**config.mk**
```make
export PLATFORM = sky130hd
export DESIGN_NAME = opd_cell
export DESIGN_NICKNAME = d
export VERILOG_FILES = /design/src/rtl/core/opd_pkg.sv /design/src/rtl/core/opd_cell.sv
export SDC_FILE = /design/constraint.sdc
export NUM_CORES = 1
export LEC_CHECK = 0
export ABC_AREA = 0
export BUFFER_PORTS_ARGS = -buffer_cell sky130_fd_sc_hd__buf_4
export CORE_MARGIN = 2
export CORE_UTILIZATION = 45
export DETAILED_ROUTE_END_ITERATION = 16
export PLACE_DENSITY = 0.75
export SYNTH_ARGS = -nofsm -noshare
export SYNTH_HDL_FRONTEND = slang
export SYNTH_SLANG_ARGS = --single-unit
export TNS_END_PERCENT = 50
```
**constraint.sdc**
```tcl
create_clock -name clk_i -period 1.9 [get_ports clk_i]
set_clock_uncertainty 0.15 [all_clocks]
set_input_delay 0.19 -clock clk_i [delete_from_list [all_inputs] [get_ports clk_i]]
set_output_delay 0.19 -clock clk_i [all_outputs]
set_load 0.02 [all_outputs]
```
**src/rtl/core/opd_pkg.sv**
```systemverilog
package opd_pkg;

  localparam int unsigned VALUE_W   = 32;
  localparam int unsigned CNT_OUT_W = 7;

  typedef struct packed {
    logic valid;
    logic last;
    logic dup;
    logic stored;
  } opd_flags_t;

endpackage

```
**src/rtl/core/opd_cell.sv**
```systemverilog
module opd_cell #(
  parameter int unsigned CntW = 7
) (
  input  logic                               clk_i,
  input  logic                               rst_ni,
  input  logic                               en_i,
  input  opd_pkg::opd_flags_t                flags_i,
  input  logic signed [opd_pkg::VALUE_W-1:0] value_i,
  input  logic [CntW-1:0]                    cnt_i,
  output opd_pkg::opd_flags_t                flags_o,
  output logic signed [opd_pkg::VALUE_W-1:0] value_o,
  output logic [CntW-1:0]                    cnt_o
);
  import opd_pkg::*;

  logic                      full_q, full_d;
  logic signed [VALUE_W-1:0] entry_q;
  opd_flags_t                flags_q, flags_d;
  logic signed [VALUE_W-1:0] value_q;
  logic [CntW-1:0]           cnt_q, cnt_d;
  logic                      hit;
  logic                      store;

  assign hit   = flags_i.valid && full_q && (entry_q == value_i);
  assign store = flags_i.valid && !full_q && !flags_i.dup && !flags_i.stored;

  always_comb begin
    flags_d.valid  = flags_i.valid;
    flags_d.last   = flags_i.last;
    flags_d.dup    = flags_i.dup | hit;
    flags_d.stored = flags_i.stored | store;
    cnt_d          = cnt_i + CntW'(full_q) + CntW'(store);
    if (flags_i.valid && flags_i.last) begin
      full_d = 1'b0;
    end else begin
      full_d = full_q | store;
    end
  end

  always_ff @(posedge clk_i or negedge rst_ni) begin
    if (!rst_ni) begin
      flags_q <= '0;
      full_q  <= 1'b0;
    end else if (en_i) begin
      flags_q <= flags_d;
      full_q  <= full_d;
    end
  end

  always_ff @(posedge clk_i) begin
    if (en_i) begin
      value_q <= value_i;
      cnt_q   <= cnt_d;
      if (store) begin
        entry_q <= value_i;
      end
    end
  end

  assign flags_o = flags_q;
  assign value_o = value_q;
  assign cnt_o   = cnt_q;

endmodule

```
==> results by group, run 1 <==
Status
  • Outcome: complete, but fails checks
  • Failing checks: negative setup slack

Drt
  • Drt total wl: 5750 um
  • First-pass DRT Iterations: 4
  • Vias post-DR: 1749
  • Vias/cell: 4.68
  • # DRC: 0
  • DRT antenna net count: 0
  • Iteration-0 DRC Markers: 69
  • WL/cell: 15.4 um

Floorplan
  • Cell row count: 28
  • DIE AREA: 6920 um^2
  • Top Ports: 89
  • Die height: 83.2 um
  • Die width: 83.2 um
  • Starting density of the core: 47.1%
  • Core area: 5990 um^2

Synth
  • Yosys top cell area share: 75.5%
  • Register bit total from synthesis: 76
  • Synthesized area per cell: 19.2 um^2
  • Largest cells by area after synthesis: edfxtp_1 (76%), xnor2_1 (9.9%), dfrtp_1 (4.4%)
  • Leading area contributor after synthesis: edfxtp_1
  • Syn_nets: 194
  • Distinct cell type count after synthesis: 24
  • Synthesized instance count: 147
  • Synth warn: 0
  • Synthesized area: 2820 um^2
  • Sequential cell area fraction in the yosys report: 80.0%

Timing
  • RSZ-0062 raised after global routing: yes
  • Setup violators final: 1
  • Achievable Freq: 0.525 GHz
  • Final setup margin: -5.19 ps
  • Max Slew Vio Count: 0
  • Crit path time final: 1910 ps
  • Worst slew margin relative to its limit: 77.9%
  • Final hold violation count: 0
  • Worst Max-Slew Pin Slew: 328 ps
  • Final period utilization: 100%

Cells and area
  • P&R area growth vs syn: 51.5%
  • NumNets Final: 341
  • Ratio of cells with drive above 1 in the final layout: 40.1%
  • Final core occ: 71.4%
  • Antenna diodes: 0

Global route
  • Total GRT Usage: 17.1%
  • Grt total ovfl: 0
  • First-pass GRT wire length: 9100 um
  • Largest net degree at the start of global routing: 26
  • Number of global-route vias before repair: 1851
  • Initial antenna violation count: 0

Clocking
  • Clk buf depth: 2
  • H-tree depth: 3
  • Clk root buf: clkbuf_8
  • Total CTS buffers: 9
  • Post-CTS sizing: 0
  • CTS sink cnt: 76
  • CTS tree: yes
  • Clk slew on worst S/H paths: 70 ps
  • Worst-Skew Late Latency: 340 ps

Critical path
  • Worst Reg-to-Reg Cells: 8
  • Crit Path Max Fanout: 2
  • Worst EP arrival: 1840 ps
  • Data required, critical path: 1830 ps
  • Crit end category: flop
  • Startpoint Class: flop
  • Setup CP Type: reg -> reg

Power
  • Pleak: 1.65 nW
  • Pwr Total: 3.80 mW
  • Clk pwr share: 34.3%
  • Max rail drop VDD: 0.622 mV
  • Switching Fraction: 22.5%
  • Pwr/cell area: 889 nW/um^2
  • Logic pwr share: 13.9%
  • Switching pwr: 0.855 mW
  • Pint: 2.95 mW
  • Sequential power share: 51.7%

Worst hold path
  • Hold Crit Depth: 2
  • Hold Path Class: in -> reg

Placement
  • Post-DP HPWL: 3620 um
  • Port buffer count: 88
  • GP Congestion: 0.662

Flow run
  • Max Cap Violations: 0
[metal layers]
| metal | vias to the layer above | GRT usage, % | wire length (um) |
|---|---|---|---|
| met5 | - | 0 | 0 |
| li1 | 848 | - | - |
| met1 | 830 | 21.0 | 2460 |
| met4 | 0 | 6.71 | 46 |
| met3 | 6 | 4.17 | 314 |
| met2 | 65 | 29.2 | 2930 |
[per-stage QoR]
step	setup WS (ps)	instances	setup TNS (ps)	hold WS [ps]	cell area [um^2]
finish	-5.19	374	-5.19	20.3	4280
global route	-107	374	-214	26.4	4280
CTS	28.4	373	0	0.821	4270
detailed placement	-39.6	315	-48.3	-155	3630
global placement	2.34	315	0	-155	3630
floorplan	-32.0	147	-32.0	-256	2830
[worst paths after layout]
| path | slack, ps | start | end |
|---|---|---|---|
| setup / recovery | -5 | full_q | cnt_o[6] |
| hold / removal | 20 | cnt_i[3] | cnt_o[3] |
| setup reg to reg | -5 | full_q | cnt_o[6] |
| hold reg to reg | 360 | flags_o[3] | flags_o[3] |
| max in group asynchronous | 1460 | rst_ni | full_q |
| min in group asynchronous | 40 | rst_ni | flags_o[3] |
[timing repair]
action                                  4_1_cts  5_1_grt
hold endpoints to repair                     78        0
buffers inserted                              1        1
hold buffers                                 41        0
pin swaps                                     0        0
endpoints found under the setup margin        2        4
[flip-flops by register name (all words and copies together), names as in the netlist]
signal	flops
entry_q	32
value_o	32
cnt_o	7
flags_o	4
full_q	1
[critical path, cell delays in order (launching register included)]
cell     delay [ps]
dfrtp_1         400
nor3b_2         200
and2b_1         170
ha_1            160
a21oi_2          50
nor2b_2         130
and4_4          220
nand2_2          60
xnor2_2         120
[layout make-up]
type                            count  area, um^2
Clock buffer                        9         124
Clock inverter                      7        91.3
Fill cell                         382        1720
Multi-Input combinational cell     70         566
Sequential cell                    76        2260
Tap cell                           75        93.8
Timing Repair Buffer              137        1140
[power by group through the flow]
| stage | sequential [mW] | clock (mW) | combinational (mW) |
|---|---|---|---|
| after global routing | 1.98 | 1.40 | 0.563 |
| after floorplan | 2.11 | 0 | 0.0864 |
| final | 1.97 | 1.31 | 0.530 |
| after global placement | 2.00 | 0 | 0.448 |
| after detailed placement | 2.00 | 0 | 0.456 |
| after CTS | 1.97 | 1.33 | 0.526 |
[logic make-up (layout without fill, tap and decap cells)]
family / count (synthesis) / in the layout / share of synthesized area [%]
flops: 76 / 76 / 80.0
compound gates: 3 / 3 / 0.709
mux: 3 / 3 / 1.15
simple gates: 24 / 24 / 5.19
fa+ha+maj: 1 / 1 / 0.443
buf+inv: 1 / 153 / 0.177
xor+xnor: 39 / 39 / 12.4
[cells in the final DEF, fill, tap and decap left out, types with 3 or more instances in the layout]
cell / n
dfrtp_1: 5
buf_4: 95
xor2_1: 6
edfxtp_1: 71
dlygate4sd3_1: 41
xnor2_1: 32
nand4_1: 8
clkbuf_8: 9
nor2_1: 3
[synthesized netlist by cell type]
cell type   n
ha_1        1
nand4_1     8
mux2_2      2
nor4_1      2
edfxtp_1   71
xor2_1      6
and2b_1     1
nor2_1      3
nand2_2     1
a31oi_1     1
nand3_1     2
buf_2       1
nor3_1      1
a21oi_1     1
xnor2_1    32
nand2_1     2
a21oi_2     1
xnor2_2     1
and4_4      1
mux2i_1     1
and2_4      1
dfrtp_1     5
nor2b_2     1
nor3b_1     1
(Power assumes the default switching activity.)
==> run 2: changes to the inputs <==
--- a/config.mk
+++ b/config.mk
@@ -8,9 +8,9 @@
 export ABC_AREA = 0
 export BUFFER_PORTS_ARGS = -buffer_cell sky130_fd_sc_hd__buf_4
 export CORE_MARGIN = 2
-export CORE_UTILIZATION = 45
+export CORE_UTILIZATION = 33
 export DETAILED_ROUTE_END_ITERATION = 16
-export PLACE_DENSITY = 0.75
+export REMOVE_ABC_BUFFERS = 1
 export SYNTH_ARGS = -nofsm -noshare
 export SYNTH_HDL_FRONTEND = slang
 export SYNTH_SLANG_ARGS = --single-unit
==> results by group, run 2 (synthesis gave the netlist of run 1 again) <==
Placement
  • Placed cell area: 3690 um^2 (+1.5%)
  • Post-place setup slack: -55.9 ps (-16.4 ps)
  • GP Congestion: 0.671 (+1.3%)
  • Placed cells: 348 (+10%)
  • Port buffer count: 88 (unchanged)
  • Post-DP HPWL: 3860 um (+6.4%)

Cells and area
  • Fin cells: 408 (+9.1%)
  • Most frequent cells in the layout: buf_4 (97), edfxtp_1 (71), dlygate4sd3_1 (42)
  • Commonest non-fill, non-tap cell in the layout: buf_4
  • Antenna diodes: 0 (unchanged)
  • Ratio of cells with drive above 1 in the final layout: 40.6% (+0.46 points)
  • Final core occ: 52.2% (-19 points)
  • P&R area growth vs syn: 52.7%
  • Post-route cell area: 4310 um^2 (+0.82%)
  • NumNets Final: 345 (+1.2%)

Timing
  • Crit path time final: 1900 ps (-7.94 ps)
  • RSZ-0062 raised after global routing: yes
  • Worst slew margin relative to its limit: 78.3% (+0.43 points)
  • Final setup margin: 2.75 ps (+7.94 ps)
  • Achievable Freq: 0.527 GHz (+0.42%)
  • Setup violators final: 0 (-1)
  • Final period utilization: 99.9% (-0.42 points)
  • Max Slew Vio Count: 0 (unchanged)
  • Final hold violation count: 0 (unchanged)
  • Worst Max-Slew Pin Slew: 322 ps (-6.46 ps)

Critical path
  • Data required, critical path: 1840 ps (about the same)
  • Startpoint Class: flop
  • Worst EP arrival: 1840 ps (about the same)
  • Crit end category: flop
  • Setup CP Type: reg -> reg
  • Crit Path Max Fanout: 2 (unchanged)
  • Register-to-register path setup slack: 3 ps (about the same)

Global route
  • Initial antenna violation count: 0 (unchanged)
  • Number of global-route vias before repair: 1825 (-1.4%)
  • First-pass GRT wire length: 8770 um (-3.6%)
  • Grt total ovfl: 0 (unchanged)
  • Total GRT Usage: 13.0% (-4.2 points)
  • Largest net degree at the start of global routing: 24 (-7.7%)

Power
  • Max rail drop VDD: 0.499 mV (-20%)
  • Pleak: 1.65 nW (-0.28%)
  • Pwr/cell area: 828 nW/um^2 (-6.9%)

Clocking
  • Total CTS buffers: 9 (unchanged)
  • Clk buf depth: 2 (unchanged)
  • H-tree depth: 3 (unchanged)
  • CTS tree: yes
  • Clk root buf: clkbuf_8
  • CTS sink cnt: 76 (unchanged)
  • Clk slew on worst S/H paths: 80 ps (about the same)
  • Worst-Skew Late Latency: 340 ps (about the same)

Floorplan
  • Starting density of the core: 34.2% (-13 points)
  • Die width: 96.5 um (+16%)
  • Cell row count: 33 (+18%)
  • Core area: 8260 um^2 (+38%)
  • Die height: 96.5 um (+16%)
  • Top Ports: 89 (unchanged)
  • DIE AREA: 9310 um^2 (+34%)

Drt
  • First-pass DRT Iterations: 3 (-1)
  • # DRC: 0 (unchanged)
  • Vias/cell: 4.35 (-7.1%)
  • WL/cell: 13.9 um (-9.5%)
  • Drt total wl: 5680 um (-1.3%)
  • DRT antenna net count: 0 (unchanged)
  • Vias post-DR: 1773 (+1.4%)
  • Iteration-0 DRC Markers: 66 (-4.3%)

Status
  • Outcome: complete, no violations

Flow run
  • Max Cap Violations: 0 (unchanged)

Worst hold path
  • Hold Path Class: in -> reg
run 2: cell count changes in the layout (fill, tap and decap cells not counted), moves of 2 or more:
| cell | change |
|---|---|
| clkinvlp_4 | +2 |
| clkbuf_1 | +2 |
| bufinv_16 | -2 |
| buf_4 | +2 |
run 2: worst paths after layout:
kind | from | endpoint | depth (start not counted)
worst max-delay path | full_q | cnt_o[6] | 8
worst min-delay path | cnt_i[1] | cnt_o[1] | 2
worst max register to register | full_q | cnt_o[6] | 8
worst min register to register | flags_o[2] | flags_o[2] | 1
max in group asynchronous | rst_ni | full_q | 2
min in group asynchronous | rst_ni | flags_o[0] | 2
run 2: metal layers:
| layer | up-vias | wire (um) | GRT usage [%] | part of all wire (%) |
|---|---|---|---|---|
| li1 | 852 | - | - | - |
| met1 | 859 | 2410 | 15.7 | 42 |
| met2 | 56 | 2910 | 21.9 | 51 |
| met3 | 6 | 307 | 4.42 | 5.4 |
| met4 | 0 | 46 | 3.87 | 0.81 |
| met5 | - | 0 | 0 | 0 |
run 2: layout make-up:
type / count / area (um^2)
repair buffers: 141 / 1180
well taps: 105 / 131
flip-flops and latches: 76 / 2260
multi-input cells: 70 / 573
clock buffers: 11 / 131
clock inverters: 5 / 37.5
fillers: 689 / 3950
run 2: critical path, cell delays in order, from the launching register on:
cell	delay, ps
dfrtp_1	400
nor3b_2	200
and2b_1	170
ha_2	180
a21oi_2	40
nor2b_2	120
and4_4	230
nand2_4	50
xnor2_2	120
run 2: what timing repair did:
action	in CTS	in global routing
hold buffers	42	0
hold endpoints to repair	78	0
pin swaps	1	4
buffers inserted	0	2
gates resized for setup	1	3
endpoints found under the setup margin	2	5
run 2: power breakdown:
group	leakage, nW	total [mW]	internal, mW	switching (mW)
registers	0.730	1.97	1.94	0.0336
clock network	0.0799	1.06	0.480	0.583
logic	0.835	0.536	0.285	0.251
run 2: per-stage QoR:
step	hold slack, ps	power [mW]	TNS [ps]
2_1_floorplan	-256	2.19	-103
3_3_place_gp	-155	2.46	-9.95
3_5_place_dp	-152	2.47	-78.0
4_1_cts	1.35	3.61	0
5_1_grt	16.6	3.72	-243
6_report	19.1	3.57	0
==> run 3: changes to the inputs <==
--- a/config.mk
+++ b/config.mk
@@ -6,10 +6,10 @@
 export NUM_CORES = 1
 export LEC_CHECK = 0
 export ABC_AREA = 0
-export BUFFER_PORTS_ARGS = -buffer_cell sky130_fd_sc_hd__buf_4
 export CORE_MARGIN = 2
 export CORE_UTILIZATION = 33
 export DETAILED_ROUTE_END_ITERATION = 16
+export DONT_BUFFER_PORTS = 1
 export REMOVE_ABC_BUFFERS = 1
 export SYNTH_ARGS = -nofsm -noshare
 export SYNTH_HDL_FRONTEND = slang
==> results by group, run 3 (synthesis gave the netlist of run 1 again) <==
Power
  • Pwr Total: 3.67 mW (+2.8%)
  • Pleak: 1.24 nW (-25%)
  • Max rail drop VDD: 0.561 mV (+12%)
  • Pwr/cell area: 989 nW/um^2 (+20%)

Clocking
  • Clk root buf: clkbuf_8
  • CTS tree: yes
  • Total CTS buffers: 9 (unchanged)
  • Hold_buf cts: 44 (+4.8%)
  • Clk buf depth: 2 (unchanged)
  • CTS sink cnt: 76 (unchanged)
  • H-tree depth: 3 (unchanged)
  • Worst-Skew Late Latency: 340 ps (about the same)
  • Clk slew on worst S/H paths: 80 ps (about the same)

Floorplan
  • Core area: 8260 um^2 (unchanged)
  • Cell row count: 33 (unchanged)
  • Die width: 96.5 um (unchanged)
  • DIE AREA: 9310 um^2 (unchanged)
  • Starting density of the core: 34.2% (unchanged)
  • Die height: 96.5 um (unchanged)
  • Top Ports: 89 (unchanged)

Cells and area
  • Ratio of cells with drive above 1 in the final layout: 16.4% (-24 points)
  • Fin cells: 318 (-22%)
  • Most frequent cells in the layout: edfxtp_1 (71), dlygate4sd3_1 (43), xnor2_1 (32)
  • Post-route cell area: 3710 um^2 (-14%)
  • P&R area growth vs syn: 31.3%
  • Final core occ: 44.9% (-7.3 points)
  • Antenna diodes: 0 (unchanged)
  • NumNets Final: 255 (-26%)
  • Commonest non-fill, non-tap cell in the layout: edfxtp_1

Timing
  • Hold_ws: -82.5 ps (-102 ps)
  • Worst Max-Slew Pin Slew: 388 ps (+66.1 ps)
  • TNS Setup: 0 ps (unchanged)
  • Final hold violation count: 2 (+2)
  • Worst slew margin relative to its limit: 73.9% (-4.4 points)
  • Crit path time final: 1870 ps (-30.9 ps)
  • Final setup margin: 33.7 ps (+30.9 ps)
  • Final period utilization: 98.2% (-1.6 points)
  • Achievable Freq: 0.536 GHz (+1.7%)
  • Max Slew Vio Count: 0 (unchanged)
  • RSZ-0062 raised after global routing: yes
  • Setup violators final: 0 (unchanged)

Global route
  • Number of global-route vias before repair: 1639 (-10%)
  • Initial antenna violation count: 0 (unchanged)
  • Total GRT Usage: 13.3% (+0.37 points)
  • Largest net degree at the start of global routing: 46 (+92%)
  • Grt total ovfl: 0 (unchanged)
  • First-pass GRT wire length: 8870 um (+1.2%)

Placement
  • Placed cells: 258 (-26%)
  • Post-DP HPWL: 3580 um (-7.0%)
  • Placed cell area: 3010 um^2 (-18%)
  • GP Congestion: 0.681 (+1.5%)
  • Port buffer count: 0 (-100%)
  • Post-place setup slack: -31.5 ps (+24.4 ps)

Drt
  • Vias/cell: 4.75 (+9.2%)
  • Iteration-0 DRC Markers: 65 (-1.5%)
  • # DRC: 0 (unchanged)
  • Vias post-DR: 1509 (-15%)
  • WL/cell: 18.4 um (+33%)
  • DRT antenna net count: 0 (unchanged)
  • Drt total wl: 5860 um (+3.3%)
  • First-pass DRT Iterations: 4 (+1)

Critical path
  • CP max-delay cell: dfrtp_1
  • Startpoint Class: flop
  • CP cell instances: nor3b_2, and2b_1, ha_2, a21oi_2, nor2b_2, and4_4, nand2_2, xnor2_2
  • Critical path's largest stage delay: 390 ps (about the same)
  • Worst EP arrival: 1820 ps (-20 ps)
  • Setup CP Type: reg -> reg
  • Crit end category: flop
  • Crit Path Max Fanout: 2 (unchanged)
  • Data required, critical path: 1850 ps (about the same)
  • Worst Reg-to-Reg Cells: 8 (unchanged)

Worst hold path
  • Hold Path Class: in -> reg
  • Hold Crit Depth: 1 (-1)

Status
  • Outcome: complete, but fails checks
  • Failing checks: negative hold slack

Flow run
  • Max Cap Violations: 0 (unchanged)
-- run 3: layout make-up --
class	count	area, um^2
tap	105	131
clock inverter	7	97.6
fill	711	4550
sequential	76	2260
timing repair buffer	51	523
multi-input combinational	70	573
clock buffer	9	124
-- run 3: critical path: cells and delay by family (launching register included) --
kind / cells / cell delay (ps)
simple gates: 5 / 750
flops: 1 / 390
fa+ha+maj: 1 / 170
xor+xnor: 1 / 120
compound gates: 1 / 40
-- run 3: timing repair --
action / 4_1_cts / 5_1_grt
endpoints found under the setup margin: 2 / 3
endpoints found under the hold margin: 119 / 2
setup buffers: 0 / 0
pin swaps: 0 / 3
gates resized for setup: 1 / 2
-- run 3: metal layers --
metal / wire (um) / share of wire (%) / vias to the layer above / track usage [%]
li1: - / - / 678 / -
met5: 0 / 0 / - / 0
met2: 3000 / 51 / 82 / 22.4
met4: 103 / 1.8 / 0 / 4.93
met3: 408 / 7.0 / 15 / 5.82
met1: 2360 / 40 / 734 / 15.0
-- run 3: final timing paths --
kind | start | end | slack (ps)
setup / recovery | full_q | cnt_o[6] | 30
hold / removal | cnt_i[5] | cnt_o[5] | -80
setup reg to reg | full_q | cnt_o[6] | 30
hold reg to reg | flags_o[1] | flags_o[1] | 520
max in group asynchronous | rst_ni | flags_o[2] | 870
min in group asynchronous | rst_ni | flags_o[0] | 530
-- run 3: power breakdown --
part / leakage, nW / switching [mW] / internal (mW)
Sequential: 0.730 / 0.139 / 1.94
Clock: 0.106 / 0.605 / 0.746
Combinational: 0.399 / 0.0970 / 0.137
